$ cat src/rtl/core/ghp_pkg.sv
// ----------------------------------------------------------------------------
// ghp_pkg
// Shared types and constants of the generational handle pool: field widths,
// operation and phase codes, register indexes, controller states and the
// command and status bundles between controller and datapath.
// ----------------------------------------------------------------------------
package ghp_pkg;

  // Field widths
  localparam int OP_W    = 2;
  localparam int KEY_W   = 32;
  localparam int ID_W    = 32;
  localparam int SLOT_W  = 8;
  localparam int GEN_W   = 32;
  localparam int CFG_W   = 32;
  localparam int CFG_IDX_W = 2;

  // Stream payload widths (whole bytes)
  localparam int IN_TDATA_W  = 136;  // key, source, parent, slot, generation
  localparam int OUT_TDATA_W = 48;   // ok, slot, generation, zero fill

  localparam int DEFAULT_POOL_SLOTS = 16;

  // Configuration register indexes
  localparam logic [CFG_IDX_W-1:0] CFG_SOURCE_FIRST    = 2'd0;
  localparam logic [CFG_IDX_W-1:0] CFG_SOURCE_LAST     = 2'd1;
  localparam logic [CFG_IDX_W-1:0] CFG_REQUIRED_PARENT = 2'd2;

  typedef enum logic [OP_W-1:0] {
    OP_BIND    = 2'd0,
    OP_BIRTH   = 2'd1,
    OP_RELEASE = 2'd2
  } op_t;

  typedef enum logic [1:0] {
    PH_FREE  = 2'd0,
    PH_BOUND = 2'd1,
    PH_BORN  = 2'd2
  } phase_t;

  // One slot of the pool as held in the slot memory
  typedef struct packed {
    logic [KEY_W-1:0] key;
    logic [GEN_W-1:0] gen;
    phase_t           phase;
  } entry_t;

  typedef enum logic [2:0] {
    ST_IDLE,
    ST_DECODE,
    ST_SCAN,
    ST_DRAIN,
    ST_COMMIT,
    ST_EVAL,
    ST_RESPOND
  } state_t;

  typedef struct packed {
    logic capture;      // load the input item
    logic scan_start;   // clear scan counter and scan results
    logic scan_read;    // read slot at scan counter, advance counter
    logic slot_read;    // read slot named by the item
    logic bind_commit;  // decide bind, write slot, load pending result
    logic slot_commit;  // decide birth or release, write slot, load result
    logic refuse;       // load a refusal as pending result
    logic out_load;     // move pending result into the output register
  } cmd_t;

  typedef struct packed {
    logic [OP_W-1:0] op;
    logic            bind_pass;
    logic            scan_last;
    logic            out_free;
  } status_t;

endpackage

$ cat src/rtl/core/ghp_ctrl.sv
// ----------------------------------------------------------------------------
// ghp_ctrl
// Controller of the handle pool: sequences item capture, the slot scan of a
// bind, the single slot lookup of birth and release, and the result hand-off.
// ----------------------------------------------------------------------------
module ghp_ctrl (
  input  logic              clk,
  input  logic              rst,
  input  logic              in_valid,
  output logic              in_ready,
  input  ghp_pkg::status_t  sts,
  output ghp_pkg::cmd_t     cmd
);

  ghp_pkg::state_t state, state_next;

  // State register
  always_ff @(posedge clk) begin
    if (rst) begin
      state <= ghp_pkg::ST_IDLE;
    end else begin
      state <= state_next;
    end
  end

  // Next state and commands
  always_comb begin
    state_next = state;
    cmd        = '0;
    in_ready   = 1'b0;
    unique case (state)
      ghp_pkg::ST_IDLE: begin
        in_ready = 1'b1;
        if (in_valid) begin
          cmd.capture = 1'b1;
          state_next  = ghp_pkg::ST_DECODE;
        end
      end
      ghp_pkg::ST_DECODE: begin
        unique case (sts.op)
          ghp_pkg::OP_BIND: begin
            cmd.scan_start = 1'b1;
            state_next     = sts.bind_pass ? ghp_pkg::ST_SCAN : ghp_pkg::ST_COMMIT;
          end
          ghp_pkg::OP_BIRTH, ghp_pkg::OP_RELEASE: begin
            cmd.slot_read = 1'b1;
            state_next    = ghp_pkg::ST_EVAL;
          end
          default: begin
            cmd.refuse = 1'b1;
            state_next = ghp_pkg::ST_RESPOND;
          end
        endcase
      end
      ghp_pkg::ST_SCAN: begin
        cmd.scan_read = 1'b1;
        if (sts.scan_last) begin
          state_next = ghp_pkg::ST_DRAIN;
        end
      end
      ghp_pkg::ST_DRAIN: begin
        // last read data is folded into the scan result here
        state_next = ghp_pkg::ST_COMMIT;
      end
      ghp_pkg::ST_COMMIT: begin
        cmd.bind_commit = 1'b1;
        state_next      = ghp_pkg::ST_RESPOND;
      end
      ghp_pkg::ST_EVAL: begin
        cmd.slot_commit = 1'b1;
        state_next      = ghp_pkg::ST_RESPOND;
      end
      ghp_pkg::ST_RESPOND: begin
        if (sts.out_free) begin
          cmd.out_load = 1'b1;
          state_next   = ghp_pkg::ST_IDLE;
        end
      end
      default: begin
        state_next = ghp_pkg::ST_IDLE;
      end
    endcase
  end

endmodule

$ cat src/rtl/core/ghp_datapath.sv
// ----------------------------------------------------------------------------
// ghp_datapath
// Datapath of the handle pool: configuration registers, item registers, the
// slot memory with per-slot written bits, the scan counter and accumulators,
// the commit logic and the output register.
// ----------------------------------------------------------------------------
module ghp_datapath #(
  parameter int POOL_SLOTS = ghp_pkg::DEFAULT_POOL_SLOTS
) (
  input  logic                             clk,
  input  logic                             rst,
  // configuration
  input  logic                             cfg_wr_en,
  input  logic [ghp_pkg::CFG_IDX_W-1:0]    cfg_index,
  input  logic [ghp_pkg::CFG_W-1:0]        cfg_data,
  // input payload
  input  logic [ghp_pkg::IN_TDATA_W-1:0]   in_data,
  input  logic [ghp_pkg::OP_W-1:0]         in_user,
  // output stream
  output logic                             out_valid,
  input  logic                             out_ready,
  output logic [ghp_pkg::OUT_TDATA_W-1:0]  out_data,
  // controller link
  input  ghp_pkg::cmd_t                    cmd,
  output ghp_pkg::status_t                 sts
);

  localparam int IDX_W = (POOL_SLOTS > 1) ? $clog2(POOL_SLOTS) : 1;
  localparam logic [IDX_W-1:0] LAST_IDX = IDX_W'(POOL_SLOTS - 1);
  localparam int PAD_W = ghp_pkg::OUT_TDATA_W - 1 - ghp_pkg::SLOT_W - ghp_pkg::GEN_W;

  // Configuration registers
  logic [ghp_pkg::ID_W-1:0] source_first, source_last, required_parent;

  // Item registers
  logic [ghp_pkg::OP_W-1:0]   item_op;
  logic [ghp_pkg::KEY_W-1:0]  item_key;
  logic [ghp_pkg::ID_W-1:0]   item_src;
  logic [ghp_pkg::ID_W-1:0]   item_parent;
  logic [ghp_pkg::SLOT_W-1:0] item_slot;
  logic [ghp_pkg::GEN_W-1:0]  item_gen;

  // Slot memory and written bits
  ghp_pkg::entry_t   mem [POOL_SLOTS];
  logic [POOL_SLOTS-1:0] touched;

  // Read side
  ghp_pkg::entry_t   rd_entry;
  logic              rd_touched;
  logic              rd_scan;
  logic [IDX_W-1:0]  rd_idx;
  logic [IDX_W-1:0]  rd_addr;

  // Scan counter and accumulators
  logic [IDX_W-1:0]         scan_cnt;
  logic                     dup_found;
  logic                     free_found;
  logic [IDX_W-1:0]         free_idx;
  logic [ghp_pkg::GEN_W-1:0] free_gen;

  // Pending result and output register
  logic                      res_ok;
  logic [ghp_pkg::SLOT_W-1:0] res_slot;
  logic [ghp_pkg::GEN_W-1:0]  res_gen;
  logic                      out_ok;
  logic [ghp_pkg::SLOT_W-1:0] out_slot;
  logic [ghp_pkg::GEN_W-1:0]  out_gen;

  // Decode logic
  logic                      bind_pass;
  logic                      slot_in_range;
  ghp_pkg::phase_t           eff_phase;
  logic [ghp_pkg::GEN_W-1:0] eff_gen;
  logic [ghp_pkg::GEN_W-1:0] gen_inc;
  logic [ghp_pkg::GEN_W-1:0] bind_gen;
  logic                      bind_ok;
  logic                      live;
  logic                      slot_ok;
  logic                      mem_we;
  logic [IDX_W-1:0]          wr_addr;
  ghp_pkg::entry_t           wr_entry;

  // Configuration writes; indexes beyond the list are dropped
  always_ff @(posedge clk) begin
    if (rst) begin
      source_first    <= '0;
      source_last     <= '1;
      required_parent <= '0;
    end else if (cfg_wr_en) begin
      case (cfg_index)
        ghp_pkg::CFG_SOURCE_FIRST:    source_first    <= cfg_data;
        ghp_pkg::CFG_SOURCE_LAST:     source_last     <= cfg_data;
        ghp_pkg::CFG_REQUIRED_PARENT: required_parent <= cfg_data;
        default: ;
      endcase
    end
  end

  // Capture the item
  always_ff @(posedge clk) begin
    if (cmd.capture) begin
      item_op     <= in_user;
      item_key    <= in_data[31:0];
      item_src    <= in_data[63:32];
      item_parent <= in_data[95:64];
      item_slot   <= in_data[103:96];
      item_gen    <= in_data[135:104];
    end
  end

  assign bind_pass = (item_src >= source_first) && (item_src <= source_last) &&
                     (item_parent == required_parent);
  assign slot_in_range = {1'b0, item_slot} < 9'(POOL_SLOTS);

  // Read address: scan counter or the item's slot
  always_comb begin
    if (cmd.scan_read) begin
      rd_addr = scan_cnt;
    end else if (cmd.slot_read && slot_in_range) begin
      rd_addr = item_slot[IDX_W-1:0];
    end else begin
      rd_addr = '0;
    end
  end

  // Slot memory: one write port, one registered read port
  always_ff @(posedge clk) begin
    if (mem_we) begin
      mem[wr_addr] <= wr_entry;
    end
    rd_entry   <= mem[rd_addr];
    rd_touched <= touched[rd_addr];
    rd_idx     <= rd_addr;
  end

  // Written bits: a slot never written reads as free with generation zero
  always_ff @(posedge clk) begin
    if (rst) begin
      touched <= '0;
      rd_scan <= 1'b0;
    end else begin
      if (mem_we) begin
        touched[wr_addr] <= 1'b1;
      end
      rd_scan <= cmd.scan_read;
    end
  end

  assign eff_phase = rd_touched ? rd_entry.phase : ghp_pkg::PH_FREE;
  assign eff_gen   = rd_touched ? rd_entry.gen   : '0;

  // Scan counter and accumulators
  always_ff @(posedge clk) begin
    if (cmd.scan_start) begin
      scan_cnt   <= '0;
      dup_found  <= 1'b0;
      free_found <= 1'b0;
    end else begin
      if (cmd.scan_read) begin
        scan_cnt <= scan_cnt + 1'b1;
      end
      if (rd_scan) begin
        if (eff_phase != ghp_pkg::PH_FREE && rd_entry.key == item_key) begin
          dup_found <= 1'b1;
        end
        if (eff_phase == ghp_pkg::PH_FREE && !free_found) begin
          free_found <= 1'b1;
          free_idx   <= rd_idx;
          free_gen   <= eff_gen;
        end
      end
    end
  end

  // Commit decisions
  assign bind_gen = (free_gen == '0) ? ghp_pkg::GEN_W'(1) : free_gen;
  assign bind_ok  = bind_pass && !dup_found && free_found;
  assign gen_inc  = (eff_gen + 1'b1 == '0) ? ghp_pkg::GEN_W'(1) : eff_gen + 1'b1;
  assign live     = (item_gen != '0) && slot_in_range && (eff_gen == item_gen) &&
                    (eff_phase != ghp_pkg::PH_FREE);
  assign slot_ok  = live && ((item_op == ghp_pkg::OP_RELEASE) ||
                             (eff_phase == ghp_pkg::PH_BOUND));

  always_comb begin
    mem_we   = 1'b0;
    wr_addr  = rd_idx;
    wr_entry = rd_entry;
    if (cmd.bind_commit) begin
      mem_we         = bind_ok;
      wr_addr        = free_idx;
      wr_entry.key   = item_key;
      wr_entry.gen   = bind_gen;
      wr_entry.phase = ghp_pkg::PH_BOUND;
    end else if (cmd.slot_commit) begin
      mem_we = slot_ok;
      if (item_op == ghp_pkg::OP_RELEASE) begin
        wr_entry.key   = '0;
        wr_entry.gen   = gen_inc;
        wr_entry.phase = ghp_pkg::PH_FREE;
      end else begin
        wr_entry.phase = ghp_pkg::PH_BORN;
      end
    end
  end

  // Pending result
  always_ff @(posedge clk) begin
    if (cmd.bind_commit) begin
      res_ok   <= bind_ok;
      res_slot <= bind_ok ? ghp_pkg::SLOT_W'(free_idx) : '0;
      res_gen  <= bind_ok ? bind_gen : '0;
    end else if (cmd.slot_commit) begin
      res_ok   <= slot_ok;
      res_slot <= '0;
      res_gen  <= '0;
    end else if (cmd.refuse) begin
      res_ok   <= 1'b0;
      res_slot <= '0;
      res_gen  <= '0;
    end
  end

  // Output register: hold until the transfer completes
  always_ff @(posedge clk) begin
    if (rst) begin
      out_valid <= 1'b0;
    end else if (cmd.out_load) begin
      out_valid <= 1'b1;
    end else if (out_ready) begin
      out_valid <= 1'b0;
    end
  end

  always_ff @(posedge clk) begin
    if (cmd.out_load) begin
      out_ok   <= res_ok;
      out_slot <= res_slot;
      out_gen  <= res_gen;
    end
  end

  assign out_data = {PAD_W'(0), out_gen, out_slot, out_ok};

  assign sts.op        = item_op;
  assign sts.bind_pass = bind_pass;
  assign sts.scan_last = (scan_cnt == LAST_IDX);
  assign sts.out_free  = !out_valid || out_ready;

`ifndef ASSERT_OFF
  // A scan data beat always follows a scan read in the cycle before
  a_scan_beat: assert property (@(posedge clk) disable iff (rst)
    rd_scan |-> $past(cmd.scan_read))
    else $error("scan data without a scan read");

  // A granted bind never hands out generation zero
  a_bind_gen: assert property (@(posedge clk) disable iff (rst)
    cmd.bind_commit && bind_ok |=> res_ok && res_gen != '0)
    else $error("bind granted with generation zero");

  // The result is never loaded over one still waiting for transfer
  a_out_load: assert property (@(posedge clk) disable iff (rst)
    cmd.out_load |-> (!out_valid || out_ready))
    else $error("output register overwritten");

  // A granted release leaves its slot marked written
  a_release_free: assert property (@(posedge clk) disable iff (rst)
    cmd.slot_commit && slot_ok && item_op == ghp_pkg::OP_RELEASE |=>
      touched[$past(wr_addr)])
    else $error("released slot not marked written");
`endif

endmodule

$ cat src/rtl/core/generational_handle_pool.sv
// ----------------------------------------------------------------------------
// generational_handle_pool
// Fixed pool of slots handing out generational handles (slot, generation)
// for bind, birth and release requests.
// ----------------------------------------------------------------------------
// Bind: the scan reads one slot per cycle over the whole pool (SCAN, then DRAIN),
//   then COMMIT and RESPOND; the next item is taken only after RESPOND hands the result on.
// Birth, release: DECODE, EVAL, RESPOND. Bind refused by its source or parent
//   check: DECODE, COMMIT, RESPOND. Unknown operation: DECODE, RESPOND.
// Reset (rst, synchronous) clears the per-slot written bits, so every slot
//   reads free with generation zero at once; no clearing pass is run.
module generational_handle_pool #(
  parameter int POOL_SLOTS = ghp_pkg::DEFAULT_POOL_SLOTS
) (
  input  logic                             clk,
  input  logic                             rst,
  // configuration write port
  input  logic                             cfg_wr_en,
  input  logic [ghp_pkg::CFG_IDX_W-1:0]    cfg_index,
  input  logic [ghp_pkg::CFG_W-1:0]        cfg_data,
  // request stream
  input  logic                             s_axis_tvalid,
  output logic                             s_axis_tready,
  // owner_key, source, parent, slot_index, handle_generation
  input  logic [ghp_pkg::IN_TDATA_W-1:0]   s_axis_tdata,
  // operation
  input  logic [ghp_pkg::OP_W-1:0]         s_axis_tuser,
  // result stream
  output logic                             m_axis_tvalid,
  input  logic                             m_axis_tready,
  // ok, out_slot, out_generation, zero fill
  output logic [ghp_pkg::OUT_TDATA_W-1:0]  m_axis_tdata
);

  ghp_pkg::cmd_t    cmd;
  ghp_pkg::status_t sts;

  ghp_ctrl u_ctrl (
    .clk      (clk),
    .rst      (rst),
    .in_valid (s_axis_tvalid),
    .in_ready (s_axis_tready),
    .sts      (sts),
    .cmd      (cmd)
  );

  ghp_datapath #(
    .POOL_SLOTS (POOL_SLOTS)
  ) u_datapath (
    .clk       (clk),
    .rst       (rst),
    .cfg_wr_en (cfg_wr_en),
    .cfg_index (cfg_index),
    .cfg_data  (cfg_data),
    .in_data   (s_axis_tdata),
    .in_user   (s_axis_tuser),
    .out_valid (m_axis_tvalid),
    .out_ready (m_axis_tready),
    .out_data  (m_axis_tdata),
    .cmd       (cmd),
    .sts       (sts)
  );

endmodule

$ cat config.mk
export PLATFORM = sky130hd
export DESIGN_NAME = generational_handle_pool
export DESIGN_NICKNAME = d
export VERILOG_FILES = /design/src/rtl/core/ghp_pkg.sv /design/src/rtl/core/ghp_ctrl.sv /design/src/rtl/core/ghp_datapath.sv /design/src/rtl/core/generational_handle_pool.sv
export SDC_FILE = /design/constraint.sdc
export NUM_CORES = 2
export LEC_CHECK = 0
export ABC_CLOCK_PERIOD_IN_PS = 15700
export BUFFER_PORTS_ARGS = -buffer_cell sky130_fd_sc_hd__buf_2
export CAP_MARGIN = 20
export CELL_PAD_IN_SITES_DETAIL_PLACEMENT = 1
export CELL_PAD_IN_SITES_GLOBAL_PLACEMENT = 2
export CORE_MARGIN = 4
export CORE_UTILIZATION = 39
export DETAILED_ROUTE_END_ITERATION = 7
export GPL_TIMING_DRIVEN = 0
export HOLD_SLACK_MARGIN = 0.06
export PLACE_DENSITY = 0.74
export SLEW_MARGIN = 15
export SYNTH_ARGS = -nofsm -noshare
export SYNTH_HDL_FRONTEND = slang
export SYNTH_SLANG_ARGS = --single-unit
export TNS_END_PERCENT = 50
$ cat constraint.sdc
create_clock -name clk -period 15.7 [get_ports clk]
set_input_delay 0.785 -clock clk [delete_from_list [all_inputs] [get_ports clk]]
set_output_delay 0.785 -clock clk [all_outputs]
set_load 0.01 [all_outputs]
# Word-level counts from Yosys, hierarchy flattened
# Memory sizes are Yosys's and may differ from the RTL's. A register that Yosys moved wholly into a read port is not among the register bits.
# Index checks and enable logic that the tools add are counted.
# totals
register_bits	384
ramBits	1056
wordCells	144
mem_count	1
# op_classes
n_addsub	2
magnitude_cmp	6
n_eq_ne	18
mux	52
bitwise_logic	2
reduce_logical	37
# memory_table
name	depth	width	read_ports	rd_ports_with_merged_regs	wr	line_no	source
u_datapath.mem	16	66	1	1	1	ghp_datapath.sv:44	ghp_pkg::entry_t mem [POOL_SLOTS];
# ops
op	count
32-bit two-way mux	7
66-bit two-way mux	2
32-bit equality test	3
32-bit zero test	2
64-bit two-way mux	1
32-bit by 1-bit adder with 32-bit output (second input constant)	1
32-bit greater-or-equal comparator	1
32-bit <= comparator	1
32-bit nonzero test	1
1-bit two-way mux	25
8-bit two-way mux	3
3-bit one-hot mux with 6 select lines	1
4-bit two-way mux	4
16-bit bitwise OR	1
1-bit logical AND	12
3-bit two-way mux	4
4-bit by 5-bit less-than comparator with 1-bit output (second input constant)	2
2-bit AND reduction	5
3-bit equality test (second input constant)	3
8-bit by 5-bit less-than comparator with 1-bit output (second input constant)	1
2-bit by 1-bit equality test with 1-bit output (second input constant)	3
3-bit by 2-bit equality test with 1-bit output (second input constant)	2
2-bit zero test	3
2-bit inequality test (second input constant)	3
18 further kinds	26

# Longest topological paths before layout
# depth
depth_word	9
depth_mapped	16
depth_no_buf	12

# Cells and area by module
# A second synthesis with hierarchy kept.
# hier_totals
hier_cells	4994
hier_area_um2	60699.5
# modules_own_cells
module	instances	cells_per_inst	area_per_inst_um2	seq_area_each_um2
ghp_datapath	1	4954	60410.4	42981.2
ghp_ctrl	1	40	289.0	60.1

# Worst setup path after synthesis
# No wires, ideal clock.
# synth_path
path_type	reg2reg
start	register u_datapath.item_src[9] (netlist name)
end	memory u_datapath.mem[10][0] (netlist name), enable pin
setup_ps	572
arrival_time_ps	7026
required_time_ps	15128
slack_ps	8102
path_stages_with_launch	11
synth_period_minus_slack_ps	7598
path_cell_list	edfxtp_1 ha_1 a21o_1 a21o_1 a21o_1 a2111o_1 a2111o_1 nor3_4 nor2_4 buf_6 nor3_1
# synth_between
elab_chain_len	8
elab_cells_between_ends	9
cone_classes	order compare: 2; mux: 3; reduce/logical: 4
# synth_rtl
item	line_no	source
from (decl)	ghp_datapath.sv:38	logic [ghp_pkg::ID_W-1:0] item_src;
from (signal assigned)	ghp_datapath.sv:104	item_src <= in_data[63:32];
32-bit greater-or-equal comparator / 32-bit <= comparator (equally long branches)	ghp_datapath.sv:111	assign bind_pass = (item_src >= source_first) && (item_src <= source_last) &&
1-bit logical AND (*) (2 in a row)	ghp_datapath.sv:111	
1-bit logical AND (*) (2 in a row)	ghp_datapath.sv:177	assign bind_ok = bind_pass && !dup_found && free_found;
1-bit two-way mux (*)	ghp_datapath.sv:188	if (cmd.bind_commit) begin
1-bit two-way mux (*)	ghp_datapath.sv:128	if (mem_we) begin
1-bit two-way mux (implied by the code) (*)	ghp_datapath.sv:129	mem[wr_addr] <= wr_entry;
to (decl)	ghp_datapath.sv:44	
# Every way passes the cells marked *; elsewhere a longest branch is shown, timed or not.

==> metrics.cfg <==
[setup_path]
reg2reg_from = u_datapath.rd_touched$_DFF_P_
crit_path_max_incr_delay_ns = 0.89
cp-start-kind = flop
critPathMostFrequentCell = buf_2
worstSetupEndpointType = flop
crit_family = buffers and inverters
rr_endpoint = u_datapath.mem[14][2]$_DFFE_PP_
r2r_slack_ns = 8.44
cp.required_ns = 16.16
crit_slowest_cell = nor4_1
worst_ep_arrival_time_ns = 7.72
reg2regPathDepth = 15
cp_cell_sequence = buf_4 -> buf_2 -> buf_2 -> buf_2 -> buf_2 -> clkbuf_1 -> and2_1 -> ha_1 -> inv_1 -> nor4_1 -> a41oi_1 -> a2111oi_0 -> and4_1 -> nand4_1 -> a41oi_2
worst-setup-path-type = reg -> reg
path_max_fanout = 16
critPathBufInv = 7

[final_layout]
multi_input_area_sq_um = 16000
largest_reg_flops = 1056
reg_top3 = u_datapath.mem (1056), u_datapath.rd_entry (66)
drive_gt1_share_pct = 13.5
fillers = 16096
fin_nets = 5710
area_growth_pct = 17.5
regMostFlops = u_datapath.mem
ff_latch_area_sq_um = 43000
layout_commonest_cell = nand2_1
final_cell_mix = nand2_1, edfxtp_1, nand3_1
diodes = 0

[clocking]
clkTransAtPathRegs_ns = 0.06
cts_buffers = 165
root_buffer = clkbuf_16
cts_hold_buf = 0
tritoncts = done
cts_resized = 0
clk_path_buf_depth = 3
cts_sinks = 1498
insertion_delay_ns = 0.80
post-cts-setup-buffers = 0
cts_max_level = 4

[routing]
drt_pass1_iterations = 5
drc = 0
via_per_inst = 5.40
ant_nets = 0
wl_um = 191000
wire_per_inst_um = 24.9
initialDrtViolationCount = 3088
vias = 41331

[place]
io_buffers = 214
place_congestion = 0.920
pre_cts_slack_ns = 8.54
dpl.hpwl_um = 141000

[timing]
min_period_over_period_pct = 46.2
slew_viol_final = 0
fin_ws_ns = 8.44
max_freq_mhz = 138
setup-violations-final = 0
hold_violations = 0
setup-tns-final_ns = 0
whs_ns = 0.155
rsz0062_at_grt = no
fin_worst_skew_ns = 0.0235
fin_crit_ns = 7.26
tightest_slew_ns = 1.18
relSlewSlack_pct = 21.6

[power_and_ir_drop]
power.density_nw_per_um2 = 162
p_leak_uw = 0.0257
irDropWorstVdd_uv = 96.6

[floorplan]
rows = 144
start_util_pct = 39.3
fp.dieH_um = 402
die_area_sq_um = 162000
core-area_sq_um = 154000
io_pins = 227
die_w_um = 402

[logic_synthesis]
ys.flop_type = edfxtp_1
synth_seq_area_share_pct = 71.1
ys_warn_count = 0
syn_area_sq_um = 60600
syn_area_per_cell_sq_um = 12.3
ys_seq_elements = 1498
synthCells = 4910
synth.distinct_cells = 78
synthArstFlopShare_pct = 0
synth-edff-count = 1304

[flow_run]
cap_violations = 0

[min_path]
hold_path_end = u_datapath.item_key[9]$_DFFE_PP_
hp-class = in -> reg
hold_depth = 1
min-delay-start = s_axis_tdata[9]

[outcome]
run_status = finished, final reports clean

[global_route]
grt_max_degree = 58
overflow = 0
first_global_vias = 43213
grt_first_pass_wirelength_um = 282000
antenna_found_initial = 5
grt_usage_pct = 23.4

-- metal layers --
metal	GRT usage [%]	vias to the layer above	routed length, um
li1	-	18964	-
met1	31.4	20954	83500
met2	38.9	1133	91200
met3	3.76	276	10100
met4	7.35	4	5700
met5	0	-	23
-- power breakdown --
part           internal [uW]  switching (uW)  leakage [uW]
clock                   2180            1610       0.00260
combinational            559            1730       0.00968
sequential              5230             258        0.0134
total                   7970            3590        0.0257
-- cells in the mapped netlist (all sizes together) (9+ instances only) --
cell | number | area (sq um)
o21ai | 54 | 270
and3 | 75 | 469
a22o | 36 | 315
a311oi | 135 | 1180
a31oi | 89 | 557
nor2 | 57 | 229
nand2b | 15 | 93.8
a21oi | 99 | 495
a22oi | 23 | 183
nor3 | 36 | 219
and2 | 51 | 319
nand3 | 564 | 2830
dfxtp | 194 | 3880
xor2 | 32 | 280
inv | 106 | 403
nand4 | 45 | 288
nand3b | 40 | 300
a21o | 19 | 143
o22ai | 9 | 56.3
edfxtp | 1304 | 39200
ha | 69 | 863
clkbuf | 227 | 852
nor2b | 11 | 68.8
nand2 | 1340 | 5030
xnor2 | 63 | 552
nor4 | 32 | 200
buf | 89 | 479
-- worst max-delay path by stage --
stage	endpoint	slack (ns)	cells after the start	from
finish	u_datapath.mem[14][2]$_DFFE_PP_	8.44	15	u_datapath.rd_touched$_DFF_P_
global route	u_datapath.mem[9][2]$_DFFE_PP_	8.21	15	u_datapath.rd_touched$_DFF_P_
CTS	u_datapath.mem[9][2]$_DFFE_PP_	8.49	15	u_datapath.rd_touched$_DFF_P_
detailed placement	u_datapath.mem[13][2]$_DFFE_PP_	8.54	15	u_datapath.rd_touched$_DFF_P_
global placement	u_datapath.mem[8][33]$_DFFE_PP_	2.81	10	u_datapath.item_src[15]$_DFFE_PP_
floorplan	u_datapath.mem[10][0]$_DFFE_PP_	8.10	10	u_datapath.item_src[9]$_DFFE_PP_
-- cell type report --
type / instances / area share (%)
repair buffers: 377 / 3.53
plain buffers: 316 / 1.89
clock buffers: 214 / 6.31
flip-flops and latches: 1498 / 60.5
well taps: 2044 / 3.59
clock inverters: 94 / 1.16
inverters: 107 / 0.571
multi-input cells: 2999 / 22.5
-- logic make-up (layout without fill, tap and decap cells) --
logic type	count (synthesis)	in the layout	synth area share, %
fa+ha+maj	69	69	1.43
compound gates	526	526	6.21
other cells	1	11	0.00619
simple gates	2293	2293	17.0
buf+inv	423	1108	2.87
mux	5	5	0.0826
flops	1498	1498	71.1
xor+xnor	95	95	1.37
-- worst reg2reg max path, delay by kind of cell, from the launching register on --
kind / cells / cell delay (ns)
flops: 1 / 0.52
fa+ha+maj: 1 / 0.40
compound gates: 3 / 1.80
simple gates: 4 / 1.82
buf+inv: 7 / 2.38
-- stage by stage --
step,power [uW],instance area [sq um],utilization [%],std cells
floorplan,6680,60600,-,4920
global placement,7710,64200,41.7,7178
detailed placement,7840,65800,42.7,7341
CTS,11600,71200,46.1,7649
global route,12000,71200,46.1,7649
finish,11600,71200,46.1,7649
Power figures use the tool's default switching activity.
